[src/rtl/core/irpdt_pkg.sv]
package irpdt_pkg;

	// Frame buffer sizing
	localparam int MAX_FRAME_BYTES = 8;
	localparam int PTR_W = (MAX_FRAME_BYTES > 1) ? $clog2(MAX_FRAME_BYTES) : 1;
	localparam int CNT_W = $clog2(MAX_FRAME_BYTES + 1);

	// Field widths
	localparam int TICK_W = 16;
	localparam int BYTE_W = 8;
	localparam int BIT_W = 3;
	localparam int CFG_IDX_W = 3;

	// Command queue between the front and back parts
	localparam int QUEUE_DEPTH = 2;
	localparam int QPTR_W = (QUEUE_DEPTH > 1) ? $clog2(QUEUE_DEPTH) : 1;
	localparam int QCNT_W = $clog2(QUEUE_DEPTH + 1);

	// Configuration register indexes
	localparam logic [CFG_IDX_W-1:0] REG_HDR_MARK = 3'd0;
	localparam logic [CFG_IDX_W-1:0] REG_HDR_SPACE = 3'd1;
	localparam logic [CFG_IDX_W-1:0] REG_BIT_MARK = 3'd2;
	localparam logic [CFG_IDX_W-1:0] REG_ZERO_SPACE = 3'd3;
	localparam logic [CFG_IDX_W-1:0] REG_ONE_SPACE = 3'd4;
	localparam logic [CFG_IDX_W-1:0] REG_STOP_MARK = 3'd5;

	// Register defaults (10 us ticks)
	localparam logic [TICK_W-1:0] RST_HDR_MARK = 16'd450;
	localparam logic [TICK_W-1:0] RST_HDR_SPACE = 16'd450;
	localparam logic [TICK_W-1:0] RST_BIT_MARK = 16'd53;
	localparam logic [TICK_W-1:0] RST_ZERO_SPACE = 16'd56;
	localparam logic [TICK_W-1:0] RST_ONE_SPACE = 16'd169;
	localparam logic [TICK_W-1:0] RST_STOP_MARK = 16'd56;

	// Input kind codes
	localparam logic KIND_TICK = 1'b0;
	localparam logic KIND_LOAD = 1'b1;

	typedef struct packed {
		logic              kind;
		logic [BYTE_W-1:0] byte_value;
		logic              last_byte;
	} in_t;

	typedef struct packed {
		logic line_level;
		logic busy_res;
		logic frame_done;
		logic load_rejected;
	} out_t;

	// Classified command handed from front to back
	typedef enum logic [1:0] {
		CMD_TICK,
		CMD_LOAD,
		CMD_LOAD_LAST
	} cmd_t;

	typedef struct packed {
		cmd_t              cmd;
		logic [BYTE_W-1:0] byte_value;
	} op_t;

	typedef struct packed {
		logic              valid;
		logic [CFG_IDX_W-1:0] index;
		logic [TICK_W-1:0] data;
	} cfg_wr_t;

endpackage

[src/rtl/core/irpdt_front.sv]
module irpdt_front (
	input  logic             clk,
	input  logic             arst_n,
	input  logic             in_valid,
	output logic             in_ready,
	input  irpdt_pkg::in_t   in_data,
	output logic             q_valid,
	output irpdt_pkg::op_t   q_op,
	input  logic             q_pop
);

	irpdt_pkg::op_t              queue_q [irpdt_pkg::QUEUE_DEPTH];
	logic [irpdt_pkg::QPTR_W-1:0] wr_ptr_q;
	logic [irpdt_pkg::QPTR_W-1:0] rd_ptr_q;
	logic [irpdt_pkg::QCNT_W-1:0] count_q;
	irpdt_pkg::op_t              op_in;
	logic                        push;
	logic                        pop;

	// Classify the incoming beat
	always_comb begin
		op_in.byte_value = in_data.byte_value;
		if (in_data.kind == irpdt_pkg::KIND_TICK) begin
			op_in.cmd = irpdt_pkg::CMD_TICK;
		end else if (in_data.last_byte) begin
			op_in.cmd = irpdt_pkg::CMD_LOAD_LAST;
		end else begin
			op_in.cmd = irpdt_pkg::CMD_LOAD;
		end
	end

	assign in_ready = (count_q != irpdt_pkg::QCNT_W'(irpdt_pkg::QUEUE_DEPTH));
	assign push     = in_valid && in_ready;
	assign q_valid  = (count_q != '0);
	assign pop      = q_pop && q_valid;
	assign q_op     = queue_q[rd_ptr_q];

	// Queue storage
	always_ff @(posedge clk) begin
		if (push) begin
			queue_q[wr_ptr_q] <= op_in;
		end
	end

	// Queue pointers, wrapping at the queue depth
	always_ff @(posedge clk or negedge arst_n) begin
		if (!arst_n) begin
			wr_ptr_q <= '0;
			rd_ptr_q <= '0;
			count_q  <= '0;
		end else begin
			if (push) begin
				wr_ptr_q <= (wr_ptr_q == irpdt_pkg::QPTR_W'(irpdt_pkg::QUEUE_DEPTH - 1)) ?
					'0 : wr_ptr_q + 1'b1;
			end
			if (pop) begin
				rd_ptr_q <= (rd_ptr_q == irpdt_pkg::QPTR_W'(irpdt_pkg::QUEUE_DEPTH - 1)) ?
					'0 : rd_ptr_q + 1'b1;
			end
			case ({push, pop})
				2'b10:   count_q <= count_q + 1'b1;
				2'b01:   count_q <= count_q - 1'b1;
				default: count_q <= count_q;
			endcase
		end
	end

endmodule

[src/rtl/core/irpdt_back.sv]
module irpdt_back (
	input  logic               clk,
	input  logic               arst_n,
	input  irpdt_pkg::cfg_wr_t cfg_wr,
	input  logic               q_valid,
	input  irpdt_pkg::op_t     q_op,
	output logic               q_pop,
	output logic               out_valid,
	input  logic               out_ready,
	output irpdt_pkg::out_t    out_data
);

	typedef enum logic [2:0] {
		PH_IDLE,
		PH_HDR_MARK,
		PH_HDR_SPACE,
		PH_BIT_MARK,
		PH_BIT_SPACE,
		PH_STOP_MARK
	} phase_t;

	// Duration registers
	logic [irpdt_pkg::TICK_W-1:0] hdr_mark_q;
	logic [irpdt_pkg::TICK_W-1:0] hdr_space_q;
	logic [irpdt_pkg::TICK_W-1:0] bit_mark_q;
	logic [irpdt_pkg::TICK_W-1:0] zero_space_q;
	logic [irpdt_pkg::TICK_W-1:0] one_space_q;
	logic [irpdt_pkg::TICK_W-1:0] stop_mark_q;

	logic [irpdt_pkg::BYTE_W-1:0] buf_q [irpdt_pkg::MAX_FRAME_BYTES];

	phase_t                       phase_q, phase_n;
	logic                         level_q, level_n;
	logic [irpdt_pkg::TICK_W-1:0] tick_q, tick_n;
	logic [irpdt_pkg::CNT_W-1:0]  count_q, count_n;
	logic [irpdt_pkg::PTR_W-1:0]  byte_ptr_q, byte_ptr_n;
	logic [irpdt_pkg::BIT_W-1:0]  bit_ptr_q, bit_ptr_n;
	logic                         out_valid_q;
	irpdt_pkg::out_t              out_data_q;

	logic                         pop;
	logic                         done;
	logic                         rejected;
	logic                         buf_wr;
	logic                         cur_bit;
	logic [irpdt_pkg::BYTE_W-1:0] cur_byte;
	logic [irpdt_pkg::TICK_W-1:0] phase_len;
	logic [irpdt_pkg::TICK_W-1:0] tick_inc;
	logic                         last_in_frame;

	assign pop       = q_valid && (!out_valid_q || out_ready);
	assign q_pop     = pop;
	assign out_valid = out_valid_q;
	assign out_data  = out_data_q;

	// Bit under transmission and length of the current phase
	assign cur_byte = buf_q[byte_ptr_q];
	assign cur_bit  = cur_byte[bit_ptr_q];
	assign tick_inc = tick_q + 1'b1;
	assign last_in_frame =
		(irpdt_pkg::CNT_W'(byte_ptr_q) + irpdt_pkg::CNT_W'(1)) >= count_q;

	always_comb begin
		case (phase_q)
			PH_HDR_MARK:  phase_len = hdr_mark_q;
			PH_HDR_SPACE: phase_len = hdr_space_q;
			PH_BIT_MARK:  phase_len = bit_mark_q;
			PH_BIT_SPACE: phase_len = cur_bit ? one_space_q : zero_space_q;
			PH_STOP_MARK: phase_len = stop_mark_q;
			default:      phase_len = irpdt_pkg::TICK_W'(1);
		endcase
	end

	// Next-state logic for one popped command
	always_comb begin
		phase_n    = phase_q;
		level_n    = level_q;
		tick_n     = tick_q;
		count_n    = count_q;
		byte_ptr_n = byte_ptr_q;
		bit_ptr_n  = bit_ptr_q;
		done       = 1'b0;
		rejected   = 1'b0;
		buf_wr     = 1'b0;
		if (pop) begin
			case (q_op.cmd)
				irpdt_pkg::CMD_LOAD, irpdt_pkg::CMD_LOAD_LAST: begin
					if (phase_q != PH_IDLE) begin
						rejected = 1'b1;
					end else begin
						if (count_q >= irpdt_pkg::CNT_W'(irpdt_pkg::MAX_FRAME_BYTES)) begin
							rejected = 1'b1;
						end else begin
							buf_wr  = 1'b1;
							count_n = count_q + 1'b1;
						end
						if (q_op.cmd == irpdt_pkg::CMD_LOAD_LAST) begin
							byte_ptr_n = '0;
							bit_ptr_n  = '1;
							phase_n    = PH_HDR_MARK;
							level_n    = 1'b0;
							tick_n     = '0;
						end
					end
				end
				irpdt_pkg::CMD_TICK: begin
					if (phase_q != PH_IDLE) begin
						tick_n = tick_inc;
						if (tick_inc >= phase_len) begin
							tick_n = '0;
							case (phase_q)
								PH_HDR_MARK: begin
									phase_n = PH_HDR_SPACE;
									level_n = 1'b1;
								end
								PH_HDR_SPACE: begin
									phase_n = PH_BIT_MARK;
									level_n = 1'b0;
								end
								PH_BIT_MARK: begin
									phase_n = PH_BIT_SPACE;
									level_n = 1'b1;
								end
								PH_BIT_SPACE: begin
									level_n = 1'b0;
									if (bit_ptr_q != '0) begin
										bit_ptr_n = bit_ptr_q - 1'b1;
										phase_n   = PH_BIT_MARK;
									end else if (last_in_frame) begin
										phase_n = PH_STOP_MARK;
									end else begin
										byte_ptr_n = byte_ptr_q + 1'b1;
										bit_ptr_n  = '1;
										phase_n    = PH_BIT_MARK;
									end
								end
								default: begin
									// stop mark finished: back to idle, empty buffer
									phase_n    = PH_IDLE;
									level_n    = 1'b1;
									count_n    = '0;
									byte_ptr_n = '0;
									bit_ptr_n  = '1;
									done       = 1'b1;
								end
							endcase
						end
					end
				end
				default: begin
				end
			endcase
		end
	end

	// Frame buffer
	always_ff @(posedge clk) begin
		if (buf_wr) begin
			buf_q[count_q[irpdt_pkg::PTR_W-1:0]] <= q_op.byte_value;
		end
	end

	// Duration registers, written over the config port
	always_ff @(posedge clk or negedge arst_n) begin
		if (!arst_n) begin
			hdr_mark_q   <= irpdt_pkg::RST_HDR_MARK;
			hdr_space_q  <= irpdt_pkg::RST_HDR_SPACE;
			bit_mark_q   <= irpdt_pkg::RST_BIT_MARK;
			zero_space_q <= irpdt_pkg::RST_ZERO_SPACE;
			one_space_q  <= irpdt_pkg::RST_ONE_SPACE;
			stop_mark_q  <= irpdt_pkg::RST_STOP_MARK;
		end else if (cfg_wr.valid) begin
			case (cfg_wr.index)
				irpdt_pkg::REG_HDR_MARK:   hdr_mark_q   <= cfg_wr.data;
				irpdt_pkg::REG_HDR_SPACE:  hdr_space_q  <= cfg_wr.data;
				irpdt_pkg::REG_BIT_MARK:   bit_mark_q   <= cfg_wr.data;
				irpdt_pkg::REG_ZERO_SPACE: zero_space_q <= cfg_wr.data;
				irpdt_pkg::REG_ONE_SPACE:  one_space_q  <= cfg_wr.data;
				irpdt_pkg::REG_STOP_MARK:  stop_mark_q  <= cfg_wr.data;
				default: begin
				end
			endcase
		end
	end

	// Sequencer state and output register
	always_ff @(posedge clk or negedge arst_n) begin
		if (!arst_n) begin
			phase_q     <= PH_IDLE;
			level_q     <= 1'b1;
			tick_q      <= '0;
			count_q     <= '0;
			byte_ptr_q  <= '0;
			bit_ptr_q   <= '1;
			out_valid_q <= 1'b0;
			out_data_q  <= '0;
		end else begin
			phase_q    <= phase_n;
			level_q    <= level_n;
			tick_q     <= tick_n;
			count_q    <= count_n;
			byte_ptr_q <= byte_ptr_n;
			bit_ptr_q  <= bit_ptr_n;
			if (pop) begin
				out_valid_q              <= 1'b1;
				out_data_q.line_level    <= level_n;
				out_data_q.busy_res      <= (phase_n != PH_IDLE);
				out_data_q.frame_done    <= done;
				out_data_q.load_rejected <= rejected;
			end else if (out_ready) begin
				out_valid_q <= 1'b0;
			end
		end
	end

endmodule

[src/rtl/core/ir_pulse_distance_transmitter.sv]
// Each accepted input beat is written into the command queue; the sequencer then
// takes it from the queue and registers its result beat in the output register.
// Throughput: one input beat per cycle, as the sequencer updates on every popped command;
// input stalls only once the two-entry queue and the output register are full.
// Reset (arst_n low, asynchronous): line idle high, sequencer idle, queue and output
// empty, duration registers at defaults; frame buffer contents are not cleared.
module ir_pulse_distance_transmitter (
	input  logic                                 clk,
	input  logic                                 arst_n,
	input  logic                                 in_valid,
	output logic                                 in_ready,
	input  irpdt_pkg::in_t                       in_data,
	output logic                                 out_valid,
	input  logic                                 out_ready,
	output irpdt_pkg::out_t                      out_data,
	input  logic                                 cfg_valid,
	output logic                                 cfg_ready,
	input  logic [irpdt_pkg::CFG_IDX_W-1:0]      cfg_index,
	input  logic [irpdt_pkg::TICK_W-1:0]         cfg_data
);

	logic               q_valid;
	logic               q_pop;
	irpdt_pkg::op_t     q_op;
	irpdt_pkg::cfg_wr_t cfg_wr;

	// Config writes are always taken
	assign cfg_ready    = 1'b1;
	assign cfg_wr.valid = cfg_valid;
	assign cfg_wr.index = cfg_index;
	assign cfg_wr.data  = cfg_data;

	irpdt_front u_front (
		.clk      (clk),
		.arst_n   (arst_n),
		.in_valid (in_valid),
		.in_ready (in_ready),
		.in_data  (in_data),
		.q_valid  (q_valid),
		.q_op     (q_op),
		.q_pop    (q_pop)
	);

	irpdt_back u_back (
		.clk       (clk),
		.arst_n    (arst_n),
		.cfg_wr    (cfg_wr),
		.q_valid   (q_valid),
		.q_op      (q_op),
		.q_pop     (q_pop),
		.out_valid (out_valid),
		.out_ready (out_ready),
		.out_data  (out_data)
	);

endmodule
[config.mk]
export PLATFORM = sky130hd
export DESIGN_NAME = ir_pulse_distance_transmitter
export DESIGN_NICKNAME = d
export VERILOG_FILES = /design/src/rtl/core/irpdt_pkg.sv /design/src/rtl/core/irpdt_front.sv /design/src/rtl/core/irpdt_back.sv /design/src/rtl/core/ir_pulse_distance_transmitter.sv
export SDC_FILE = /design/constraint.sdc
export NUM_CORES = 1
export LEC_CHECK = 0
export ABC_AREA = 1
export BUFFER_PORTS_ARGS = -buffer_cell sky130_fd_sc_hd__buf_4
export CORE_ASPECT_RATIO = 0.5
export CORE_MARGIN = 4
export CORE_UTILIZATION = 39
export CTS_CLUSTER_SIZE = 30
export DETAILED_ROUTE_END_ITERATION = 7
export SLEW_MARGIN = 20
export SYNTH_ARGS = -nofsm -noshare
export SYNTH_HDL_FRONTEND = slang
export SYNTH_SLANG_ARGS = --single-unit
[constraint.sdc]
create_clock -name clk -period 4 [get_ports clk]
set_input_delay 0.2 -clock clk [delete_from_list [all_inputs] [get_ports clk]]
set_output_delay 0.2 -clock clk [all_outputs]
set_load 0.01 [all_outputs]
After elaboration in Yosys (flattened, before gate mapping)
Memories as Yosys holds them, arrays and structs flattened.
Index checks and enable logic that the tools add are counted.
- flip-flop bits (word level): 135
- RAM bits: 84
- input port bits: 34
- output and inout port bits: 7
- logic and storage cells: 157
- memories kept: 2
- memories (memory ; depth ; bits a word ; read ports ; clocked after memory_dff ; wr ports ; RTL line ; RTL):
    u_back.buf_q ; 8 ; 8 ; 1 ; 0 ; 1 ; irpdt_back.sv:30 ; logic [irpdt_pkg::BYTE_W-1:0] buf_q [irpdt_pkg::MAX_FRAME_BYTES];
    u_front.queue_q ; 2 ; 10 ; 1 ; 0 ; 1 ; irpdt_front.sv:12 ; irpdt_pkg::op_t queue_q [irpdt_pkg::QUEUE_DEPTH];
- add/sub/neg operators: 9
- $lt $le $gt $ge: 4
- equal/unequal tests: 25
- mux-type cells: 69
- reduce and logical (&&, ||, !) cells: 28
- operator list (kind ; number):
    $mux 16 ; 5
    $pmux 16 s5 ; 1
    $mux 3 ; 19
    $pmux 16 s2 ; 1
    $pmux 3 s2 ; 5
    $mux 1 ; 26
    $mux 4 ; 5
    $add 16x1->16 const B ; 1
    $ge 16x16->1 ; 1
    $eq 3x2->1 const B ; 4
    $eq 3x3->1 const B ; 4
    $pmux 3 s4 ; 1
    $reduce_and 2->1 ; 6
    $ne 2x2->1 const B ; 5
    $reduce_and 9->1 ; 1
    $reduce_bool 3->1 ; 3
    $pmux 4 s2 ; 1
    $reduce_and 8->1 ; 1
    $reduce_bool 2->1 ; 4
    $reduce_and 7->1 ; 1
    $eq 3x1->1 const B ; 2
    $ne 2x1->1 const B ; 3
    $ne 3x3->1 const B ; 2
    $reduce_and 5->1 ; 1
    25 further kinds ; 32

Logic depth before layout (Yosys ltp)
Gate-level depths: netlist of the first run.
An unclocked memory read counts as a cell.
- depth after elaboration: 11
- mapped depth: 31
- gate-level depth less buffers: 28

By module
A second synthesis of the first run with hierarchy kept.
- cell total of the unflattened synthesis: 1178
- area total of the unflattened synthesis: 10596.4 um^2
- modules (own cells, without submodules) (module ; instances ; cells each ; area an instance (um^2) ; seq. area each (um^2)):
    irpdt_back ; 1 ; 1090 ; 9604.2 ; 5232.5
    irpdt_front ; 1 ; 86 ; 980.9 ; 700.7
    ir_pulse_distance_transmitter ; 1 ; 2 ; 11.3 ; 0.0

Worst setup path after synthesis of the first run
No wires, ideal clock.
- path type: reg2reg
- start: register u_back.byte_ptr_q[0] (netlist bit)
- end: register u_back.count_q[2] (netlist bit)
- setup time: 128 ps
- arrival time: 2985 ps
- required time: 3872 ps
- path slack: 887 ps
- stages on the path, launching flop included: 25
- buffers on the path: 3
- period minus slack after synthesis: 3113 ps
- cells stage by stage: dfrtp_1 > buf_6 > inv_4 > buf_4 > a21boi_0 > o211ai_1 > nand3_2 > nand3_4 > nand2_4 > buf_12 > nand2_2 > nand3_1 > nand2_1 > inv_1 > ha_1 > a21oi_1 > o21ai_0 > nor2_1 > nand2_1 > nand2_1 > nand2_1 > nand2_1 > inv_2 > nand3_1 > o21ai_0
- longest elaborated chain between the ends: 8
- RTL lines (item ; RTL line ; RTL):
    from (decl) ; irpdt_back.sv:36 ; logic [irpdt_pkg::PTR_W-1:0] byte_ptr_q, byte_ptr_n;
    from (signal assigned) ; irpdt_back.sv:202 ; byte_ptr_q <= byte_ptr_n;
    $mem_v2 8x8 ; -- ;
    $bmux 1 s3 ; irpdt_back.sv:58 ; assign cur_bit = cur_byte[bit_ptr_q];
    $mux 1 (implied by the code) ; irpdt_back.sv:58 ;
    $mux 16 ; irpdt_back.sv:68 ; PH_BIT_SPACE: phase_len = cur_bit ? one_space_q : zero_space_q;
    $pmux 16 s5 ; irpdt_back.sv:64 ; case (phase_q)
    $ge 16x16->1 ; irpdt_back.sv:109 ; if (tick_inc >= phase_len) begin
    $ne 2x1->1 (no source line) ; -- ;
    $reduce_and 7->1 (no source line) ; -- ;
    to (signal assigned) ; irpdt_back.sv:201 ; count_q <= count_n;
    to (decl) ; irpdt_back.sv:35 ; logic [irpdt_pkg::CNT_W-1:0] count_q, count_n;
No other way between the ends. The select of a mux whose other input is x is not followed.
A chain may end at the register's enable or synchronous reset.

Worst setup path after layout of the first run
- start: register u_back.byte_ptr_q[0] (netlist bit)
- end: register u_back.byte_ptr_q[0] (netlist bit)
- longest elaborated chain between the ends: 8
- elaborated cells on any way between the ends: 18
- classes of those cells: 2 x add/sub; 2 x order compare; 2 x eq/ne; 10 x mux; 1 x reduce/logical; 1 x memory
- RTL lines (item ; RTL line):
    $mem_v2 8x8 ; --
    $bmux 1 s3 ; irpdt_back.sv:58
    $mux 1 (implied by the code) ; irpdt_back.sv:58
    $mux 16 ; irpdt_back.sv:68
    $pmux 16 s5 ; irpdt_back.sv:64
    $ge 16x16->1 ; irpdt_back.sv:109
    $ne 2x1->1 (no source line) ; --
    $reduce_and 9->1 (no source line) ; --
Several ways; a longest one is shown, not always the timed one. The select of a mux whose other input is x is not followed.

==> run summary, run 1 <==
Outcome: finished clean
Placed Cells: 1533
Clock skew: 0.01261 ns
Layout Nets: 1283
Core Area: 26540 sq um
Flops & latches, synth: 219
Final Util: 45.60%
HP Class: primary input to flip-flop
Fillcell total: 2466
Number of synthesized flops with an enable pin: 84
Worst r2r path cells: 25
Average vias per placed instance: 5.028
Setup Buffers After CTS: 0
Slowest CP cell: dfrtp_1
DR vias: 7974
Routability cong.: 0.8464
Layout cell share with drive strength beyond 1: 13.13%
CTS tree: built
Cell variety after synth: 44
Antenna violations before repair: 0
Crit share post-route: 90.14%
Synth area leaders: dfrtp_1 (26%), edfxtp_1 (24%), nand2_1 (12%)
Met1 WL: 11020 microns
Final setup TNS: 0 ns
H-Tree Depth: 1
Worst r2r dst: u_back.byte_ptr_q[0]
Drt pass-1 iters: 5
Clock-pin slew on the worst setup and hold paths: 0.07 ns
Arr. time, crit path: 4.02 ns
Top Layer Used: met4
Hold path start: cfg_data[8]
Synth Area per Inst: 9.041 sq um
Hold Fails Final Rpt: 0
Slew @ Worst Pin: 1.011 ns
Peak VDD IR: 323.8 uV
Gr usage total: 15.89%
Die width: 240.5 microns
CP Buf/Inv Count: 3
Initial DRC Count: 640
Top cell type's share of synthesized area: 25.88%
Synth-to-Final Area Change: 14.79%
Cell area after synthesis: 10540 sq um
CP max FO: 22
First-pass GRT wire length: 39700 microns
Vias in the first global route: 7847
Max-cap viol count: 0
# rows: 42
Largest net degree at the start of global routing: 112
Delay of the slowest critical-path stage: 0.48 ns
Final Non-Filler Cells: 1586
IO buf count: 39
Clock root cell: clkbuf_16
Mapped Nets: 1231
Clk buf depth: 3
Post-synth top area cell: dfrtp_1
Leakage: 5.526 nW
Primary FF master, synth: dfrtp_1
R2R setup slack: 0.39 ns
Top-level I/O count: 41
Die Y: 124.3 microns
CP top delay family: simple AND/OR/NAND/NOR gates
Pwr per Cell Area: 672.7 nW/um^2
Setup crit end kind: flip-flop
CTS Buf Count: 22
TritonCTS Sinks: 219
Die area: 29880 sq um
Met2 Wirelength: 10940 microns
Hold Crit Depth: 3
Design Power: 8.140 mW
Startpoint types: flip-flop
Worst hold slack: 0.03679 ns
DRC Markers: 0
Synth Instances: 1166
CP required: 4.42 ns
Routed wire length: 23350 microns
Fin crit period: 3.606 ns
DR WL/cell: 14.72 microns
Antenna Violating Nets Remaining: 0
DP Wirelength: 15880 microns
CP Class: flip-flop to flip-flop
Final setup viols: 0
Slew Viols, Final: 0
Wire length on met3: 915 microns
Worst hold path endpoint: u_back.bit_mark_q[8]
Slew Limit Headroom: 32.47%
Max Freq: 0.2773 GHz
Synth async-reset ratio: 61.64%
Start of the worst register-to-register path: u_back.byte_ptr_q[0]
Grt total ovfl: 0
Post-synthesis sequential area ratio: 56.28%
Skew-Pair Late Insertion Delay: 0.51 ns
Synth Warn #: 0
Initial core utilization: 39.72%
N_diodes: 0
[per-layer routing]
metal	vias to the layer above	global-route usage [%]
met4	0	3.220
met3	34	2.655
met1	3860	22.58
met2	148	25.90
met5	-	0
li1	3932	-
[cells in the final DEF, fill, tap and decap left out, types with 11 or more instances in the layout]
| master | count |
|---|---|
| a21oi_1 | 24 |
| a221oi_1 | 16 |
| buf_4 | 52 |
| clkbuf_16 | 23 |
| dfrtp_1 | 108 |
| dfstp_2 | 26 |
| dlygate4sd3_1 | 13 |
| edfxtp_1 | 84 |
| ha_1 | 31 |
| inv_1 | 149 |
| nand2_1 | 338 |
| nand2_2 | 11 |
| nand3_1 | 86 |
| nor2_1 | 37 |
| o21ai_0 | 136 |
| o22ai_1 | 12 |
[worst register-to-register path: stages, from the launching register on]
cell and delay (ns):
dfrtp_1 0.48, buf_6 0.25, nand2_1 0.10, nand3_1 0.10, nand3_1 0.08, nand3_1 0.10
nand3_2 0.11, nand3_4 0.24, nand2_8 0.18, nand2_2 0.08, nand3_1 0.06, nand2_1 0.06
inv_1 0.04, ha_1 0.28, nand2_1 0.05, inv_1 0.07, nand2_1 0.07, nor2_1 0.10
nor2_1 0.05, nand2_1 0.05, nand2_1 0.14, nand3_1 0.16, o21ai_0 0.20, nor2_2 0.26
nand3_1 0.11, o21ai_0 0.10
[flip-flops by register name, indices dropped and copies added, names as in the netlist, 16 cells and up]
signal and cells:
u_back.zero_space_q 16, u_back.stop_mark_q 16, u_back.hdr_space_q 16, u_back.one_space_q 16, u_back.bit_mark_q 16, u_front.queue_q 20, u_back.buf_q 64, u_back.hdr_mark_q 16
u_back.tick_q 16
[synth_stat cells, drive strengths merged, types with 2 or more instances]
cell type  instances
a21oi             24
a221oi            16
buf               15
clkbuf            24
dfrtp            109
dfstp             26
edfxtp            84
ha                31
inv              158
nand2            350
nand3             93
nand4              5
nor2              44
nor3              10
o211ai             2
o21ai            141
o22ai             12
or2                3
xnor2              2
xor2              10
[power breakdown]
part | switching (mW) | internal [mW]
combinational | 1.86 | 0.939
clock | 0.875 | 1.28
sequential | 0.275 | 2.91
total | 3.01 | 5.13
[kinds of logic (layout without fill, tap and decap cells)]
kind of cell / Yosys count / after routing / share of synthesized area (%)
compound gates: 200 / 200 / 10.50
xor+xnor: 12 / 12 / 0.9970
fa+ha+maj: 31 / 31 / 3.680
buf+inv: 197 / 265 / 7.703
flops: 219 / 219 / 56.28
mux: 1 / 1 / 0.09496
other cells: 1 / 1 / 0.03557
simple gates: 505 / 505 / 20.70
[through the flow]
| step | cell area (sq um) | worst slack, ns |
|---|---|---|
| after global routing | 12100 | -0.001485 |
| final | 12100 | 0.3943 |
| after detailed placement | 11170 | 0.2898 |
| after global placement | 11170 | 0.3650 |
| after CTS | 12060 | 0.2129 |
| after floorplan | 10540 | 0.8872 |
[timing repair]
item,4_1_cts,5_1_grt
hold buffers,13,0
gates resized for setup,0,9
endpoints found under the hold margin,111,0
setup endpoints to repair,0,12
[how the worst max path moves through the flow]
stage	startpoint	to	slack [ns]	cells after the start
floorplan	u_back.byte_ptr_q[0]	u_back.count_q[2]	0.89	24
global placement	u_back.byte_ptr_q[1]	u_back.bit_ptr_q[2]	0.36	25
detailed placement	u_back.byte_ptr_q[1]	u_back.byte_ptr_q[1]	0.29	24
CTS	u_back.byte_ptr_q[1]	u_back.byte_ptr_q[0]	0.21	24
global route	u_back.byte_ptr_q[0]	u_back.byte_ptr_q[0]	-0.001	25
finish	u_back.byte_ptr_q[0]	u_back.byte_ptr_q[0]	0.39	25
[area by class of cell]
type / instances / area, sq um / share of cell area, %
clock inverters: 14 / 152.6 / 1.261
clock buffers: 26 / 606.8 / 5.015
inverters: 158 / 600.6 / 4.963
multi-input cells: 750 / 3820 / 31.57
well taps: 352 / 440.4 / 3.640
repair buffers: 67 / 545.5 / 4.508
flip-flops and latches: 219 / 5934 / 49.04
Note: power is estimated with default switching activity, not from simulation.
==> inputs of run 2 (changes only) <==
CAP_MARGIN = 25   (was default)
SETUP_SLACK_MARGIN = 0.4   (was default)
==> run 2 against run 1 <==
  * Power is 5.5% higher
  * Sequential power hardly changed
  * Critical path depth stayed put
  * Clock power is 2% higher
  * Critical endpoint is now u_back.out_data[2]
  * Largest power group unchanged
==> run summary, run 2 (synthesis gave the netlist of run 1 again) <==
Outcome: finished clean
H-Tree Depth: 1 (unchanged)
CP most frequent cell: nand2_1
DRC Markers: 0 (unchanged)
Die area: 29880 sq um (unchanged)
Grt total ovfl: 0 (unchanged)
Routability cong.: 0.8464 (unchanged)
Final setup margin: 0.5653 ns (+0.1710 ns)
Final setup viols: 0 (unchanged)
Die Y: 124.3 microns (unchanged)
Synth-to-Final Area Change: 17.69%
DR WL/cell: 15.00 microns (+1.9%)
Skew-Pair Late Insertion Delay: 0.50 ns (about the same)
Hold path start: cfg_data[8]
CTS tree: built
Peak VDD IR: 291.9 uV (-9.9%)
CP top delay family: simple AND/OR/NAND/NOR gates
Clk buf depth: 3 (unchanged)
Setup crit end kind: flip-flop
Largest net degree at the start of global routing: 112 (unchanged)
Grt met3 use: 2.367% (-0.29 points)
Layout cell share with drive strength beyond 1: 15.38% (+2.3 points)
Drt pass-1 iters: 5 (unchanged)
Initial core utilization: 39.72% (unchanged)
Clock-pin slew on the worst setup and hold paths: 0.07 ns (about the same)
R2R setup slack: 0.57 ns (+0.17 ns)
Pwr per Cell Area: 692.1 nW/um^2 (+2.9%)
Setup WS pre-CTS: 0.2806 ns (-0.009222 ns)
Worst r2r dst: u_back.out_data[2]
Startpoint types: flip-flop
RSZ-0062 raised after global routing: true
Delay of the slowest critical-path stage: 0.47 ns (about the same)
CP Depth: 25 (unchanged)
Worst hold slack: 0.02937 ns (-0.007419 ns)
Crit share post-route: 85.87% (-4.3 points)
Met1 GRT Util: 22.43% (-0.14 points)
Arr. time, crit path: 3.82 ns (-0.20 ns)
Fin crit period: 3.435 ns (-0.1710 ns)
# rows: 42 (unchanged)
CP Class: flip-flop to flip-flop
Final setup TNS: 0 ns (unchanged)
DR vias: 8058 (+1.1%)
Slew @ Worst Pin: 0.9672 ns (-0.04332 ns)
Worst r2r path cells: 25 (unchanged)
Slowest CP cell: dfrtp_2
CP max FO: 12 (-45%)
Top-level I/O count: 41 (unchanged)
Critical Path Start: u_back.byte_ptr_q[0]
Layer with the highest usage: met2
CP Buf/Inv Count: 6 (+3)
Gr usage total: 15.79% (-0.10 points)
Max-cap viol count: 0 (unchanged)
Leakage: 5.670 nW (+2.6%)
Start of the worst register-to-register path: u_back.byte_ptr_q[0]
Most common cell after layout, fill and taps aside: nand2_1
CTS Buf Count: 22 (unchanged)
IO buf count: 39 (unchanged)
Vias in the first global route: 7803 (-0.56%)
Crit path to: u_back.out_data[2]
HP Class: primary input to flip-flop
Slew Viols, Final: 0 (unchanged)
CP required: 4.39 ns (-0.03 ns)
Initial DRC Count: 726 (+13%)
Antenna violations before repair: 0 (unchanged)
Average vias per placed instance: 5.014 (-0.27%)
Routed wire length: 24100 microns (+3.2%)
Clock skew: 0.01179 ns (-0.0008192 ns)
First-pass GRT wire length: 39220 microns (-1.2%)
Most frequent cells in the layout: nand2_1 (336), inv_1 (149), o21ai_0 (133)
Max reg flops: 64 (unchanged)
Slew Limit Headroom: 35.36% (+2.9 points)
Die width: 240.5 microns (unchanged)
Max Freq: 0.2911 GHz (+5.0%)
DP Wirelength: 16030 microns (+0.92%)
Hold Fails Final Rpt: 0 (unchanged)
Core Area: 26540 sq um (unchanged)
Grt met2 use: 25.70% (-0.20 points)
Layout Nets: 1304 (+1.6%)
TritonCTS Sinks: 219 (unchanged)
Clock root cell: clkbuf_16
N_diodes: 0 (unchanged)
Antenna Violating Nets Remaining: 0 (unchanged)
[run 2: cell count changes in the layout (fill, tap and decap cells not counted), moves of 3 or more]
| cell | change |
|---|---|
| buf_4 | +9 |
| buf_12 | +4 |
| nor2_1 | -3 |
| buf_8 | +4 |
| o21ai_0 | -3 |
[run 2: tightest hold or removal path, cell delays in order]
cell     delay (ns)
buf_4          0.08
inv_1          0.07
o21ai_0        0.15
[run 2: worst min path at each step]
stage | endpoint | slack, ns | cells after the start
after detailed placement | u_front.queue_q[0][7] | 0.39 | 1
after CTS | u_back.bit_mark_q[8] | 0.02 | 3
after floorplan | u_back.bit_mark_q[10] | -0.1 | 0
after global placement | u_front.queue_q[1][2] | 0.39 | 1
final | u_back.bit_mark_q[8] | 0.03 | 3
after global routing | u_back.bit_mark_q[8] | 0.05 | 3
[run 2: where the power goes]
part | internal, mW | switching [mW] | total (mW)
registers | 2.91 | 0.287 | 3.20
logic | 1.18 | 2.00 | 3.18
clock network | 1.32 | 0.883 | 2.21
total | 5.42 | 3.17 | 8.59
[run 2: metrics by stage]
stage          power [mW]  instances  util (%)  instance area, sq um
3_5_place_dp        5.994       1535     42.21                 11200
6_report            8.586       1607     46.75                 12410
4_1_cts             8.262       1590     45.76                 12140
2_1_floorplan       5.251       1166         -                 10540
5_1_grt             9.225       1607     46.75                 12410
3_3_place_gp        5.915       1533     42.11                 11170
[run 2: repair_timing]
| item | in CTS | in global routing |
|---|---|---|
| resized for setup | 5 | 25 |
| endpoints found under the hold margin | 111 | 0 |
| cloned | 0 | 2 |
| setup endpoints to repair | 11 | 31 |
| buffers inserted | 2 | 12 |
| pin swaps | 2 | 8 |
| hold buffers | 13 | 0 |
[run 2: metal layers]
layer,vias up,wire length (microns)
met2,158,11340
met5,-,0
met4,0,394
met3,27,824
li1,3971,-
met1,3902,11540
[run 2: layout make-up]
class | count | area (sq um)
clock buffer | 29 | 638.1
clock inverter | 11 | 140.1
fill | 2471 | 14130
inverter | 158 | 603.1
multi-input combinational | 752 | 3877
sequential | 219 | 5937
tap | 352 | 440.4
timing repair buffer | 86 | 769.5
==> inputs of run 3 (changes only) <==
BUFFER_PORTS_ARGS = -buffer_cell sky130_fd_sc_hd__buf_2   (was -buffer_cell sky130_fd_sc_hd__buf_4)
==> run 3 against run 2 <==
  * Worst setup slack worse by 0.073 ns
  * Critical endpoint unchanged
  * Clock-buffer cell count up 3
  * Cell area up 4.1%
==> run summary, run 3 (synthesis gave the netlist of run 1 again) <==
Pwr per Cell Area: 709.2 nW/um^2 (+2.5%)
Flop pwr share: 35.0% (-2.3 points)
RSZ-0062 raised after global routing: true
Crit path to: u_back.out_data[2]
# rows: 42 (unchanged)
DR vias: 8221 (+2.0%)
Routability cong.: 0.8377 (-1.0%)
Final setup viols: 0 (unchanged)
Clock Power Share: 21.8% (-3.9 points)
Power Internal: 5.594 mW (+3.3%)
CP Buf/Inv Count: 7 (+1)
TritonCTS Sinks: 219 (unchanged)
Vias in the first global route: 7866 (+0.81%)
Die area: 29880 sq um (unchanged)
Worst r2r dst: u_back.out_data[2]
Slew Viols, Final: 0 (unchanged)
Worst r2r path cells: 29 (+16%)
Gr usage total: 15.81% (about the same)
CTS tree: built
Start of the worst register-to-register path: u_back.byte_ptr_q[0]
Fin crit period: 3.508 ns (+0.07347 ns)
Critical Path Start: u_back.byte_ptr_q[0]
DR WL/cell: 15.79 microns (+5.3%)
H-Tree Depth: 1 (unchanged)
CTS Buf Count: 22 (unchanged)
Max-cap viol count: 0 (unchanged)
Footprint of the multi-input gates: 4278 sq um (+10%)
Delay of the slowest critical-path stage: 0.59 ns (+0.12 ns)
CP Depth: 29 (+16%)
CP max FO: 8 (-4)
Layout Nets: 1323 (+1.5%)
Startpoint types: flip-flop
Antenna Violating Nets Remaining: 0 (unchanged)
Final setup margin: 0.4918 ns (-0.07347 ns)
Max reg flops: 64 (unchanged)
CP required: 4.39 ns (about the same)
CP top delay family: simple AND/OR/NAND/NOR gates
Largest net degree at the start of global routing: 102 (-8.9%)
IO buf count: 39 (unchanged)
Slew @ Worst Pin: 0.9512 ns (-0.01596 ns)
Slowest CP cell: dfrtp_4
Leakage: 5.805 nW (+2.4%)
DRC Markers: 0 (unchanged)
Die width: 240.5 microns (unchanged)
Most frequent cells in the layout: nand2_1 (315), inv_1 (139), o21ai_0 (131)
CP most frequent cell: nand2_2
Peak VDD IR: 383.2 uV (+31%)
First-pass GRT wire length: 39320 microns (+0.25%)
Net Sw Frac: 38.92% (+2.0 points)
Core Area: 26540 sq um (unchanged)
Arr. time, crit path: 3.90 ns (+0.08 ns)
Die Y: 124.3 microns (unchanged)
CP Class: flip-flop to flip-flop
Setup crit end kind: flip-flop
Clk buf depth: 3 (unchanged)
R2R setup slack: 0.49 ns (-0.07 ns)
DP Wirelength: 16130 microns (+0.60%)
Average vias per placed instance: 5.056 (+0.83%)
Outcome: finished clean
Psw: 3.564 mW (+12%)
Drt pass-1 iters: 5 (unchanged)
Setup WS pre-CTS: 0.1655 ns (-0.1151 ns)
FF/Latch Area: 5938 sq um (about the same)
Antenna violations before repair: 0 (unchanged)
Placed Cells: 1535 (unchanged)
Proportion of power drawn by combinational gates: 43.2% (+6.2 points)
N_diodes: 0 (unchanged)
Initial core utilization: 39.72% (unchanged)
Top-level I/O count: 41 (unchanged)
Clock-pin slew on the worst setup and hold paths: 0.07 ns (about the same)
Hold Fails Final Rpt: 0 (unchanged)
Skew-Pair Late Insertion Delay: 0.51 ns (about the same)
Final Non-Filler Cells: 1626 (+1.2%)
Clock skew: 0.01574 ns (+0.003953 ns)
Post-route cell area: 12910 sq um (+4.1%)
Grt total ovfl: 0 (unchanged)
Final setup TNS: 0 ns (unchanged)
Clock root cell: clkbuf_16
HP Class: primary input to flip-flop
Most common cell after layout, fill and taps aside: nand2_1
Design Power: 9.158 mW (+6.7%)
Layout cell share with drive strength beyond 1: 22.14% (+6.8 points)
Slew Limit Headroom: 36.35% (+0.99 points)
Routed wire length: 25680 microns (+6.6%)
Initial DRC Count: 548 (-25%)
Placed cell areas: 11110 sq um (-0.85%)
Crit share post-route: 87.70% (+1.8 points)
Max Freq: 0.2851 GHz (-2.1%)
Fillcell total: 2432 (-1.6%)
Synth-to-Final Area Change: 22.50%
==> run 3: cell types whose count changed in the layout (fill, tap and decap cells not counted), sizes merged, moves of 2 or more <==
cell,previous run,this run
clkbuf,30,34
bufinv,3,0
clkinv,4,8
buf,72,87
clkinvlp,2,0
==> run 3: through the flow <==
stage               utilization (%)  hold slack, ns
finish                        48.66         0.03282
global route                  48.66         0.04137
CTS                           45.28         0.01661
detailed placement            41.85          0.3802
global placement              41.75          0.3773
floorplan                         -        -0.09559
==> run 3: final cells by class <==
cell class / instances / area share, %
clock buffer: 32 / 5.029
clock inverter: 8 / 0.3972
inverter: 158 / 4.709
multi-input combinational: 752 / 33.13
sequential: 219 / 45.98
tap: 352 / 3.411
timing repair buffer: 102 / 7.102
timing repair inverter: 3 / 0.2422
==> run 3: power by group through the flow <==
stage	Combinational (mW)	Sequential, mW	Clock [mW]
CTS	2.88	3.19	2.04
finish	3.95	3.21	2.00
floorplan	2.10	3.15	0
global route	4.37	3.25	2.13
global placement	2.68	3.21	0
detailed placement	2.77	3.23	0
==> run 3: worst min-delay path by stage <==
stage                startpoint                endpoint  slack [ns]  cells after the start
floorplan                arst_n   u_back.bit_mark_q[10]        -0.1                      0
global placement         arst_n       u_back.tick_q[12]        0.38                      1
detailed placement       arst_n    u_back.byte_ptr_q[1]        0.38                      1
CTS                 cfg_data[4]  u_back.zero_space_q[4]        0.02                      3
global route        cfg_data[5]    u_back.bit_mark_q[5]        0.04                      3
finish              cfg_data[2]    u_back.bit_mark_q[2]        0.03                      3
==> run 3: routing by layer <==
metal,vias up,wire [microns],track usage (%)
met5,-,0,0
met4,0,437,3.559
met3,38,970,2.456
met1,4006,11900,21.72
li1,4011,-,-
met2,166,12380,26.57
==> run 3: repair_timing <==
action / in CTS / in global routing
setup endpoints to repair: 14 / 29
hold buffers: 13 / 0
hold endpoints to repair: 106 / 0
setup buffers: 6 / 22
pin swaps: 2 / 45
gates resized for setup: 7 / 129
cloned: 0 / 7
==> run 3: worst reg2reg max path: cells and delay by family, from the launching register on <==
| kind | cells | cell delay (ns) |
|---|---|---|
| AO/OA/AOI/OAI | 3 | 0.37 |
| adder cells (fa/ha/maj) | 1 | 0.13 |
| buffers and inverters | 7 | 0.81 |
| flip-flops | 1 | 0.59 |
| AND/OR/NAND/NOR | 18 | 1.51 |
